## src/rtl/adaptive_stall_detector_assert.svh

```systemverilog
// assertion macros shared by the stall detector rtl
// no dependencies; include with the bare file name inside a module body
`ifndef ADAPTIVE_STALL_DETECTOR_ASSERT_SVH
`define ADAPTIVE_STALL_DETECTOR_ASSERT_SVH

// condition holds at every clock edge outside reset
`define ASD_ASSERT_HOLDS(label, clk, rstn, cond, msg) \
    label: assert property (@(posedge clk) disable iff (!rstn) (cond)) \
        else $error(msg);

// same-cycle implication
`define ASD_ASSERT_IMP(label, clk, rstn, ante, cons, msg) \
    label: assert property (@(posedge clk) disable iff (!rstn) (ante) |-> (cons)) \
        else $error(msg);

// next-cycle implication
`define ASD_ASSERT_NXT(label, clk, rstn, ante, cons, msg) \
    label: assert property (@(posedge clk) disable iff (!rstn) (ante) |=> (cons)) \
        else $error(msg);

`endif

```

## src/rtl/asd_pkg.sv

```systemverilog
// types, constants and register codes for the adaptive stall detector
// no dependencies
package asd_pkg;

    localparam int LOAD_W     = 10;
    localparam int VEL_W      = 24;
    localparam int TIME_W     = 32;
    localparam int SPEED_W    = 23;
    localparam int MARGIN_W   = 10;
    localparam int DELAY_W    = 16;
    localparam int COUNT_W    = 8;
    localparam int Q_SHIFT    = 16;
    localparam int BASE_W     = LOAD_W + Q_SHIFT;
    localparam int CFG_DATA_W = 23;
    localparam int CFG_INDEX_W = 2;

    localparam logic [VEL_W-1:0]    SPEED_FLOOR    = 24'd500;
    localparam logic [VEL_W:0]      SPEED_SLACK    = 25'd100;
    localparam logic [MARGIN_W-1:0] DEFAULT_MARGIN = 10'd30;
    localparam logic [COUNT_W-1:0]  COUNT_MAX      = 8'd255;

    localparam logic [SPEED_W-1:0]  TARGET_SPEED_RST = 23'd0;
    localparam logic [MARGIN_W-1:0] STALL_MARGIN_RST = 10'd0;
    localparam logic [DELAY_W-1:0]  SETTLE_DELAY_RST = 16'd500;
    localparam logic [COUNT_W-1:0]  STALL_LIMIT_RST  = 8'd10;

    typedef enum logic [CFG_INDEX_W-1:0] {
        REG_TARGET_SPEED = 2'd0,
        REG_STALL_MARGIN = 2'd1,
        REG_SETTLE_DELAY = 2'd2,
        REG_STALL_LIMIT  = 2'd3
    } cfg_index_t;

    typedef struct packed {
        logic [SPEED_W-1:0]  target_speed;
        logic [MARGIN_W-1:0] stall_margin;
        logic [DELAY_W-1:0]  settle_delay_ms;
        logic [COUNT_W-1:0]  stall_limit;
    } cfg_t;

    typedef struct packed {
        logic [BASE_W-1:0]  baseline;
        logic [COUNT_W-1:0] stall_errors;
        logic [TIME_W-1:0]  settle_start;
        logic               baseline_valid;
    } state_t;

    typedef struct packed {
        logic               stop_request;
        logic [COUNT_W-1:0] fault_count;
        logic               armed;
        logic [LOAD_W-1:0]  baseline_level;
    } result_t;

endpackage

```

## src/rtl/asd_cfg.sv

```systemverilog
// configuration registers of the stall detector, plain write port
// depends on asd_pkg
module asd_cfg (
    input  logic                           aclk,
    input  logic                           aresetn,
    input  logic                           cfg_wr_en,
    input  logic [asd_pkg::CFG_INDEX_W-1:0] cfg_index,
    input  logic [asd_pkg::CFG_DATA_W-1:0]  cfg_wr_data,
    output asd_pkg::cfg_t                  cfg
);
    import asd_pkg::*;

    cfg_t cfg_reg;
    cfg_t cfg_next;

    always_comb begin
        cfg_next = cfg_reg;
        if (cfg_wr_en) begin
            case (cfg_index_t'(cfg_index))
                REG_TARGET_SPEED: cfg_next.target_speed = cfg_wr_data[SPEED_W-1:0];
                REG_STALL_MARGIN: cfg_next.stall_margin = cfg_wr_data[MARGIN_W-1:0];
                REG_SETTLE_DELAY: cfg_next.settle_delay_ms = cfg_wr_data[DELAY_W-1:0];
                REG_STALL_LIMIT:  cfg_next.stall_limit = cfg_wr_data[COUNT_W-1:0];
                default:          cfg_next = cfg_reg;
            endcase
        end
    end

    always_ff @(posedge aclk) begin
        if (!aresetn) begin
            cfg_reg.target_speed    <= TARGET_SPEED_RST;
            cfg_reg.stall_margin    <= STALL_MARGIN_RST;
            cfg_reg.settle_delay_ms <= SETTLE_DELAY_RST;
            cfg_reg.stall_limit     <= STALL_LIMIT_RST;
        end else begin
            cfg_reg <= cfg_next;
        end
    end

    assign cfg = cfg_reg;

endmodule

```

## config.mk

```make
export PLATFORM = sky130hd
export DESIGN_NAME = asd_cfg
export DESIGN_NICKNAME = d
export VERILOG_FILES = /design/src/rtl/adaptive_stall_detector_assert.svh /design/src/rtl/asd_pkg.sv /design/src/rtl/asd_cfg.sv
export SDC_FILE = /design/constraint.sdc
export NUM_CORES = 1
export LEC_CHECK = 0
export ABC_CLOCK_PERIOD_IN_PS = 2260
export BUFFER_PORTS_ARGS = -buffer_cell sky130_fd_sc_hd__buf_2
export CORE_AREA = 8 8 66 90
export CTS_BUF_LIST = sky130_fd_sc_hd__clkbuf_2
export DETAILED_ROUTE_END_ITERATION = 10
export DIE_AREA = 0 0 74 98
export GPL_TIMING_DRIVEN = 0
export HOLD_SLACK_MARGIN = 0.06
export PLACE_DENSITY_LB_ADDON = 0.08
export SLEW_MARGIN = 20
export SYNTH_ARGS = -nofsm -noshare
export SYNTH_HDL_FRONTEND = slang
export SYNTH_SLANG_ARGS = --single-unit
```

## constraint.sdc

```tcl
create_clock -name aclk -period 2.26 [get_ports aclk]
set_clock_uncertainty 0.05 [all_clocks]
set_input_delay 0.113 -clock aclk [delete_from_list [all_inputs] [get_ports aclk]]
set_output_delay 0.113 -clock aclk [all_outputs]
set_load 0.01 [all_outputs]
```

Word level (Yosys, flattened, before mapping)
Cells that the tools add are included.
- word-level logic and storage cells: 12
- input port bits: 28
- output and inout bits: 57
- register bits after elaboration: 57
- equal/unequal tests: 3
- reductions and logical operators: 5
- operators by type and width (operator ; count):
    AND reduction 2 bit ; 4
    equality test 2 bit (second input constant) ; 2
    equality test 2 x 1 -> 1 bit (second input constant) ; 1
    zero test 2 bit ; 1

Depth between registers and ports, before layout
Gate-level depths: netlist (run 1).
- word-level depth: 2
- depth in mapped cells: 4
- mapped depth without buffers: 2

Worst setup path after synthesis (run 1)
OpenSTA, ideal clock, no wires.
- kind: input -> register
- from: input port cfg_index[1] (netlist name)
- to: register cfg_reg (netlist bit cfg[34])
- buffers on the path: 1
- required time: 2138 ps
- setup slack: 1321 ps
- setup time: 72 ps
- stages on the path: 3
- arrival: 817 ps
- cell sequence: nor3b_4 buf_8 mux2i_1
- cells in the longest elaborated chain, start to end: 2
- ends and longest elaborated chain (item ; RTL line ; RTL):
    start: declaration ; asd_cfg.sv:7 ; input logic [asd_pkg::CFG_INDEX_W-1:0] cfg_index,
    zero test 2 bit ; asd_cfg.sv:19 ; case (cfg_index_t'(cfg_index))
    AND reduction 2 bit (no line) ; -- ;
    end signal: assignment ; asd_cfg.sv:36 ; cfg_reg <= cfg_next;
    end: declaration ; asd_cfg.sv:13 ; cfg_t cfg_reg;
Every way passes these cells.
A chain may end at the register's enable or synchronous reset.

Worst setup path after layout (run 1)
- from: input port cfg_index[1] (netlist name)
- to: register cfg_reg (netlist bit cfg[49])
Same word-level chain as after synthesis.

==> results of run 1 <==
per-layer routing:
layer | global-route usage [%] | routed length (um) | vias to the layer above
met1 | 18.31 | 2477 | 916
met2 | 28.60 | 2980 | 60
li1 | - | - | 996
met4 | 8.346 | 89 | 0
met5 | 0 | 0 | -
met3 | 5.333 | 367 | 9
synthesized netlist by cell type, drive strengths merged:
| library cell | number | share of area (%) |
|---|---|---|
| dfxtp | 57 | 52 |
| inv | 8 | 1.4 |
| nand4b | 6 | 2.4 |
| buf | 10 | 3.2 |
| nand4 | 2 | 0.57 |
| nand3 | 1 | 0.45 |
| nand2 | 72 | 12 |
| o211ai | 8 | 2.7 |
| and3 | 1 | 0.28 |
| nor3b | 1 | 0.85 |
| mux2i | 49 | 22 |
| nand3b | 2 | 0.68 |
| clkbuf | 7 | 1.2 |
| and3b | 1 | 0.40 |
power groups by stage:
stage / clock network, W / logic, W / registers (W)
after floorplan: 0 / 0.000105 / 0.00110
after global placement: 0 / 0.000217 / 0.00108
after detailed placement: 0 / 0.000219 / 0.00108
after CTS: 0.000642 / 0.000253 / 0.00106
after global routing: 0.000685 / 0.000273 / 0.00107
final: 0.000629 / 0.000251 / 0.00106
through the flow:
stage	total power (W)	hold WS, ns
2_1_floorplan	0.001206	0.2051
3_3_place_gp	0.001299	0.3105
3_5_place_dp	0.001301	0.3205
4_1_cts	0.001957	0.08141
5_1_grt	0.002026	0.07710
6_report	0.001942	0.1008
logic make-up (layout without fill, tap and decap cells):
kind of cell / after synthesis / in the layout / share of synthesized area [%]
mux: 49 / 49 / 22.17
simple gates: 86 / 86 / 17.82
buf+inv: 25 / 150 / 5.713
compound gates: 8 / 8 / 2.715
flops: 57 / 57 / 51.58
tightest hold or removal path: stages:
cell and delay (ns):
buf_2 0.14, nor3b_4 0.08, buf_8 0.15, mux2i_1 0.11
worst max path at each step:
stage	cells past startpoint	slack, ns	end
2_1_floorplan	3	1.32	cfg[34]
3_3_place_gp	4	1.05	cfg[44]
3_5_place_dp	4	1.01	cfg[56]
4_1_cts	5	0.58	cfg[48]
5_1_grt	5	0.53	cfg[48]
6_report	5	0.57	cfg[49]
cell type report:
cell class	count	area (um^2)
Buffer	17	96.34
Multi-Input combinational cell	143	944.7
Clock buffer	10	50.05
Fill cell	413	1615
Tap cell	64	80.08
Clock inverter	6	58.81
Inverter	8	30.03
Sequential cell	57	1141
Timing Repair Buffer	109	675.6
==> impl_results.md, run 1 <==
- Status: finished clean
- Max reg flops: between 50 and 60
- Worst path cell trace: dlygate4sd3_1 > buf_2 > nor3b_4 > dlygate4sd3_1 > mux2i_1
- Slew Limit Fails: 0
- Sink Count: 57
- Antenna violations before repair: 0
- Die area: about 7300 um^2
- DIE HEIGHT: approximately 98 um
- Final instance area: about 3100 um^2
- Hold Crit Start: cfg_index[0]
- DRC Markers: 0
- Number of hold violations in the final report: 0
- PortBufs: between 80 and 90
- Later-pin clock latency in the skew report: 0.45 ns
- Pre-antenna DRT Iters: 4
- Critical path startpoint: cfg_index[1]
- Synth Area per Inst: between 9 and 10 um^2
- RSZ-0062 raised after global routing: false
- Reg2reg start: cfg[50]
- HP Class: in2reg
- Sw frac: a little over a quarter
- Clk slew on worst S/H paths: roughly 0.17 ns
- CTS H-Tree Depth: 3
- Initial DRC Count: 130
- CP max stage cell: dlygate4sd3_1
- Startpoint Class: input port
- Final min period: approximately 1.7 ns
- Wirelength, routed: ~6000 um
- Post-synthesis sequential area ratio: between 50 and 60%
- Count of different cell masters after synthesis: 15
- Final Util: roughly two thirds
- Gpl congestion: around 0.72
- CTS root buf: clkbuf_2
- CP dominant cell by count: dlygate4sd3_1
- Bufs on Longest Clock Path: 2
- Final setup vio count: 0
- # nets final: 373
- Routed WL per cell: 14.29 um
- Final worst slack: between 0.5 and 0.6 ns
- Core box area: about 4700 um^2
- Internal reg-to-reg setup slack: ~1.1 ns
- Clock power share: between 30 and 40%
- Placed cells: 372
- Pint: 0.001416 W
- WP buf/inv: 3
- MaxCap Viol Count: 0
- Hold_buf cts: 26
- Post-Place Setup Slack: 1.014 ns
- Num CTS Buffers: 9
- Comb pwr share: roughly 13%
- Layout area overhead: 39.08%
- Worst setup EP type: flop
- Cell family with most CP delay: buffers and inverters
- Seq cells post-synth: 57
- Rows: 30
- Chip Width: around 74 um
- Diodes inserted: 0
- Initial Utilization: between 40% and 50%
- GRT Total Usage: 17.02%
- Placed Area: between 2000 and 3000 um^2
- RR Endpoint: cfg[50]
- Post-Layout Cell Count: about 410
- Vias in the first global route: 1943
- Critical Path AT: ~2 ns
- I/O pins: 85
- Pleak: roughly 1.6 nW
- Detail Placement HPWL: 4295 um
- Worst vdd ir: approximately 500 uV
- Grt total ovfl: 0
- Warnings from Yosys: 0
- Net switching power: between 0.0005 and 0.0006 W
- Cell Area, Synth: 2212 um^2
- Routed vias: 1981
- Worst Path Required: between 2 and 3 ns
- Critical path class: in2reg
- Cells on worst reg2reg path: 3
- Commonest cells after routing, fill and taps aside: buf_2, nand2_1, dfxtp_1
- CTS tree: yes
- Power per Cell Area: 631.1 nW/um^2
- Post-synth net total: about 250
- Post-CTS setup buffers: 0
- Cells after Synth: around 230
- Reg power frac: between 50% and 60%
- Post-DRT Antenna Nets: 0
- Fmax: 0.5924 GHz
- Hold Path Sink: cfg[46]
- CTS resizes: 0
- First-pass GRT wire length: 9501 um
- Vias/cell: 4.785
- Worst path max stage delay: between 0.6 and 0.7 ns
- Setup TNS: 0 ns
- Pin count of the biggest net entering global routing: 11
- Slew @ Worst Pin: 0.5283 ns
- Hold path depth: 4
- Most common cell after layout, fill and taps aside: buf_2
- Worst-path maximum fanout: 5
- Slew margin rel.: ~65%
- Layout cells sized above 1: between 30% and 40%
- Fin crit share: 74.70%
No activity file was read; power rests on OpenSTA's default activity.
==> run 2, diff against run 1 <==
- ABC_CLOCK_PERIOD_IN_PS: 2260 -> 1800
- clock period: 2.26 -> 1.8 ns (I/O delays scaled with it)
==> impl_results.md, run 2 (synthesized netlist as in run 1, its figures left out) <==
- Status: finished clean
- Power per Cell Area: 788.2 nW/um^2
- Vias/cell: 4.796
- Critical path class: in2reg
- Pleak: roughly 1.6 nW
- Post-DRT Antenna Nets: 0
- Core box area: ~4700 um^2
- DIE HEIGHT: between 90 and 100 um
- Final setup vio count: 0
- Critical Path AT: between 2 and 2.5 ns
- Chip Width: approximately 74 um
- Wirelength, routed: roughly 6000 um
- Gpl congestion: between 0.7 and 0.8
- Worst Path Required: ~2.2 ns
- I/O pins: between 80 and 90
- Diodes inserted: 0
- Later-pin clock latency in the skew report: about 0.46 ns
- Slew Limit Fails: 0
- Initial Utilization: between 40 and 50%
- DRC Markers: 0
- Commonest cells after routing, fill and taps aside: buf_2, nand2_1, dfxtp_1
- Max reg flops: between 50 and 60
- CP max stage cell: dlygate4sd3_1
- CTS tree: yes
- Rows: 30
- First-pass GRT wire length: 9625 um
- WP buf/inv: 4
- Slew margin rel.: 64.37%
- Fmax: between 0.5 and 0.6 GHz
- Post-Place Setup Slack: between 0.5 and 0.6 ns
- Grt total ovfl: 0
- Slew @ Worst Pin: 0.5344 ns
- Pre-antenna DRT Iters: 4
- Clk slew on worst S/H paths: ~0.18 ns
- WHS: around 0.11 ns
- Routed vias: 1995
- Final min period: 1.730 ns
- Initial DRC Count: 128
- Comb pwr share: a little over an eighth
- Post-CTS setup buffers: 0
- Routed WL per cell: approximately 14 um
- Layout cells sized above 1: a little under a third
- Pin count of the biggest net entering global routing: 11
- Sink Count: 57
- Bufs on Longest Clock Path: 2
- PortBufs: 83
- Num CTS Buffers: 9
- Worst path max stage delay: between 0.5 and 0.6 ns
- Number of hold violations in the final report: 0
- Net switching power: 0.0006609 W
- Layout area overhead: 39.99%
- FILL cells: just over 400
- Die area: about 7300 um^2
- Clock power share: 32.4%
- CP dominant cell by count: dlygate4sd3_1
- Worst setup EP type: flop
- Antenna violations before repair: 0
- # nets final: 375
- Startpoint Class: input port
- Pint: about 0.0018 W
- Fin crit share: between 90% and 100%
- Final worst slack: 0.07048 ns
- Worst path cell trace: dlygate4sd3_1 > buf_2 > nor3b_4 > buf_8 > dlygate4sd3_1 > mux2i_1
- Most common cell after layout, fill and taps aside: buf_2
- Worst-path maximum fanout: 10
- GRT Total Usage: between 15 and 20%
- Vias in the first global route: 1971
- CTS H-Tree Depth: 3
- Reg power frac: a little over half
- CTS root buf: clkbuf_2
- Setup TNS: 0 ns
- Sw frac: between 20% and 30%
- HP Class: in2reg
- MaxCap Viol Count: 0
- Cell family with most CP delay: buffers and inverters
- Final Util: roughly 66%
- Detail Placement HPWL: between 4000 and 5000 um
- RSZ-0062 raised after global routing: false
- Worst vdd ir: ~630 uV
run 2: worst reg2reg max path: stages, from the launching register on:
cell and delay [ns]:
dfxtp_1 0.36, nand2_1 0.05, mux2i_1 0.12, dlygate4sd3_1 0.55
run 2: final timing paths:
check	start	cells past startpoint	slack, ns	to
hold / removal	cfg_wr_en	4	0.11	cfg[10]
hold reg to reg	cfg[40]	2	0.41	cfg[40]
setup / recovery	cfg_index[1]	6	0.07	cfg[46]
setup reg to reg	cfg[50]	3	0.63	cfg[50]
run 2: power by group through the flow:
stage / Combinational, W / Sequential (W) / Clock [W]
after floorplan: 0.000132 / 0.00138 / 0
after global placement: 0.000273 / 0.00136 / 0
after detailed placement: 0.000275 / 0.00136 / 0
after CTS: 0.000321 / 0.00133 / 0.000806
after global routing: 0.000347 / 0.00134 / 0.000860
final: 0.000318 / 0.00133 / 0.000790
run 2: cell type report:
| type | instances | area (um^2) | area share (%) |
|---|---|---|---|
| Buffer | 17 | 96.34 | 3.111 |
| Sequential cell | 57 | 1141 | 36.85 |
| Timing Repair Buffer | 111 | 695.7 | 22.46 |
| Clock buffer | 10 | 50.05 | 1.616 |
| Tap cell | 64 | 80.08 | 2.586 |
| Multi-Input combinational cell | 143 | 944.7 | 30.51 |
| Clock inverter | 6 | 58.81 | 1.899 |
| Inverter | 8 | 30.03 | 0.9697 |
run 2: layer usage:
layer / vias to the layer above / wire length, um / global-route usage, %
li1: 999 / - / -
met1: 933 / 2476 / 18.25
met3: 9 / 355 / 5.436
met2: 54 / 3031 / 29.21
met4: 0 / 91 / 8.346
met5: - / 0 / 0
run 2: repair_timing:
| action | 4_1_cts | 5_1_grt |
|---|---|---|
| hold buffers | 28 | 0 |
| endpoints found under the hold margin | 57 | 0 |
| resized for setup | 0 | 0 |
run 2: metrics by stage:
step | cell area, um^2 | cells | power, W
after floorplan | 2212 | 225 | 0.001514
after global placement | 2708 | 372 | 0.001631
after detailed placement | 2708 | 372 | 0.001634
after CTS | 3097 | 416 | 0.002460
after global routing | 3097 | 416 | 0.002547
final | 3097 | 416 | 0.002441
==> run 3, diff against run 2 <==
- ABC_AREA: default -> 1
- CORE_AREA: 8 8 66 90 -> 8 8 68 93
- DIE_AREA: 0 0 74 98 -> 0 0 76 101
==> impl_results.md, run 3 <==
- DIE HEIGHT: a little over 100 um
- Core box area: ~5000 um^2
- Layout cells sized above 1: between 20% and 30%
- Power per Cell Area: 770.2 nW/um^2
- Vias in the first global route: approximately 2600
- Slew margin rel.: about two thirds
- Comb pwr share: between 15 and 20%
- PortBufs: between 80 and 90
- Fmax: 0.5947 GHz
- First-pass GRT wire length: roughly 12000 um
- Final setup vio count: 0
- Count leader, synth: nand2_1
- Diodes inserted: 0
- Worst Path Required: around 2.2 ns
- FILL cells: ~480
- Post-synthesis sequential area ratio: between 40% and 50%
- Critical Path AT: approximately 2 ns
- Worst-path maximum fanout: 10
- DRC Markers: 0
- Most common cell after layout, fill and taps aside: buf_2
- Later-pin clock latency in the skew report: between 0.4 and 0.5 ns
- Post-CTS setup buffers: 0
- Status: finished clean
- Clk slew on worst S/H paths: 0.15 ns
- Reg power frac: a little over half
- Pre-antenna DRT Iters: 4
- Worst vdd ir: approximately 500 uV
- Seq cells post-synth: 57
- Post-synth EDFFs: 0
- Cell Area, Synth: around 2400 um^2
- Post-synth net total: 383
- CTS H-Tree Depth: 3
- Pin count of the biggest net entering global routing: 11
- MaxCap Viol Count: 0
- Warnings from Yosys: 0
- Initial Utilization: between 40 and 50%
- Net switching power: about 0.00074 W
- Gpl congestion: around 0.8
- Routed vias: ~2500
- Synth top area share: between 40 and 50%
- Routed WL per cell: about 13 um
- Commonest cells after routing, fill and taps aside: buf_2, nand2_1, nor2_1
- I/O pins: 85
- Bufs on Longest Clock Path: 2
- WHS: 0.3502 ns
- Fin crit share: 93.41%
- # nets final: ~500
- Count of different cell masters after synthesis: 14
- Vias/cell: 4.583
- Layout area overhead: 40.13%
- Wirelength, routed: roughly 7000 um
- Initial DRC Count: about 170
- Worst setup EP type: flop
- CTS tree: yes
- Cells after Synth: between 300 and 400
- Critical path class: in2reg
- Total design power: roughly 0.0026 W
- Slew @ Worst Pin: just over 0.5 ns
- Startpoint Class: input port
- RSZ-0062 raised after global routing: false
- Synth top cells by count: nand2_1, nor2_1, dfxtp_1, inv_1, nand3_1
- Synth Area per Inst: approximately 6.7 um^2
- Chip Width: ~76 um
- Number of hold violations in the final report: 0
- Detail Placement HPWL: between 5000 and 6000 um
- HP Class: in2reg
- Antenna violations before repair: 0
- Final min period: approximately 1.7 ns
- GRT Total Usage: 18.96%
- CTS root buf: clkbuf_2
- Num CTS Buffers: 9
- Slew Limit Fails: 0
- Pleak: around 1.9 nW
- Pint: around 0.0018 W
- Asr flop ratio synth: 0%
- Max reg flops: between 50 and 60
- Post-DRT Antenna Nets: 0
- Synth top area cells: dfxtp_1, nand2_1, nor2_1
- Grt total ovfl: 0
- Clock power share: between 20 and 30%
- Die area: 7676 um^2
- Sink Count: 57
- Sw frac: roughly 29%
- Post-synth top area cell: dfxtp_1
- Primary FF master, synth: dfxtp_1
- Setup TNS: 0 ns
- Rows: 31
[run 3: worst paths after layout]
| path | start | to | slack (ns) | cells after the start |
|---|---|---|---|---|
| setup / recovery | cfg_wr_en | cfg[16] | 0.12 | 6 |
| hold / removal | cfg_wr_data[14] | cfg[22] | 0.35 | 4 |
| setup reg to reg | cfg[23] | cfg[23] | 0.54 | 5 |
| hold reg to reg | cfg[15] | cfg[15] | 0.42 | 2 |
[run 3: metrics by stage]
step	utilization (%)	cells	worst slack, ns	area (um^2)
after floorplan	-	355	0.8531	2376
after global placement	57.24	502	0.6245	2864
after detailed placement	57.24	502	0.6092	2864
after CTS	66.19	552	0.08686	3312
after global routing	66.54	552	0.01834	3329
final	66.54	552	0.1186	3329
[run 3: area by class of cell]
| class | instances | area, um^2 | share of cell area [%] |
|---|---|---|---|
| Sequential cell | 57 | 1141 | 34.27 |
| Multi-Input combinational cell | 224 | 952.2 | 28.60 |
| Timing Repair Buffer | 116 | 755.7 | 22.70 |
| Clock buffer | 10 | 50.05 | 1.503 |
| Tap cell | 66 | 82.58 | 2.480 |
| Inverter | 52 | 195.2 | 5.862 |
| Buffer | 22 | 105.1 | 3.157 |
| Clock inverter | 5 | 47.55 | 1.428 |
[run 3: what timing repair did]
item | CTS | global route
resized for setup | 0 | 4
hold buffers | 35 | 0
endpoints found under the hold margin | 57 | 0
setup endpoints to repair | 0 | 7
[run 3: cell families after synthesis]
| logic type | synth area share [%] |
|---|---|
| compound gates | 4.845 |
| simple gates | 34.70 |
| flops | 48.03 |
| buf+inv | 12.43 |
[run 3: power by group through the flow]
stage	sequential (W)	combinational, W	clock, W
2_1_floorplan	0.00142	0.000189	0
3_3_place_gp	0.00139	0.000374	0
3_5_place_dp	0.00139	0.000379	0
4_1_cts	0.00136	0.000439	0.000763
5_1_grt	0.00137	0.000497	0.000814
6_report	0.00136	0.000442	0.000762
[run 3: metal layers]
metal  part of all wire [%]  up-vias  GRT usage, %
met3                    5.8       14         5.714
met4                    2.4        0         9.848
met1                     41     1139         18.85
met5                      0        -             0
met2                     51       57         34.66
li1                       -     1320             -
[run 3: critical path, stage by stage]
cell and delay, ns:
dlygate4sd3_1 0.56, clkbuf_4 0.23, buf_1 0.38, nand4_1 0.15, nand3_1 0.09, dlygate4sd3_1 0.54
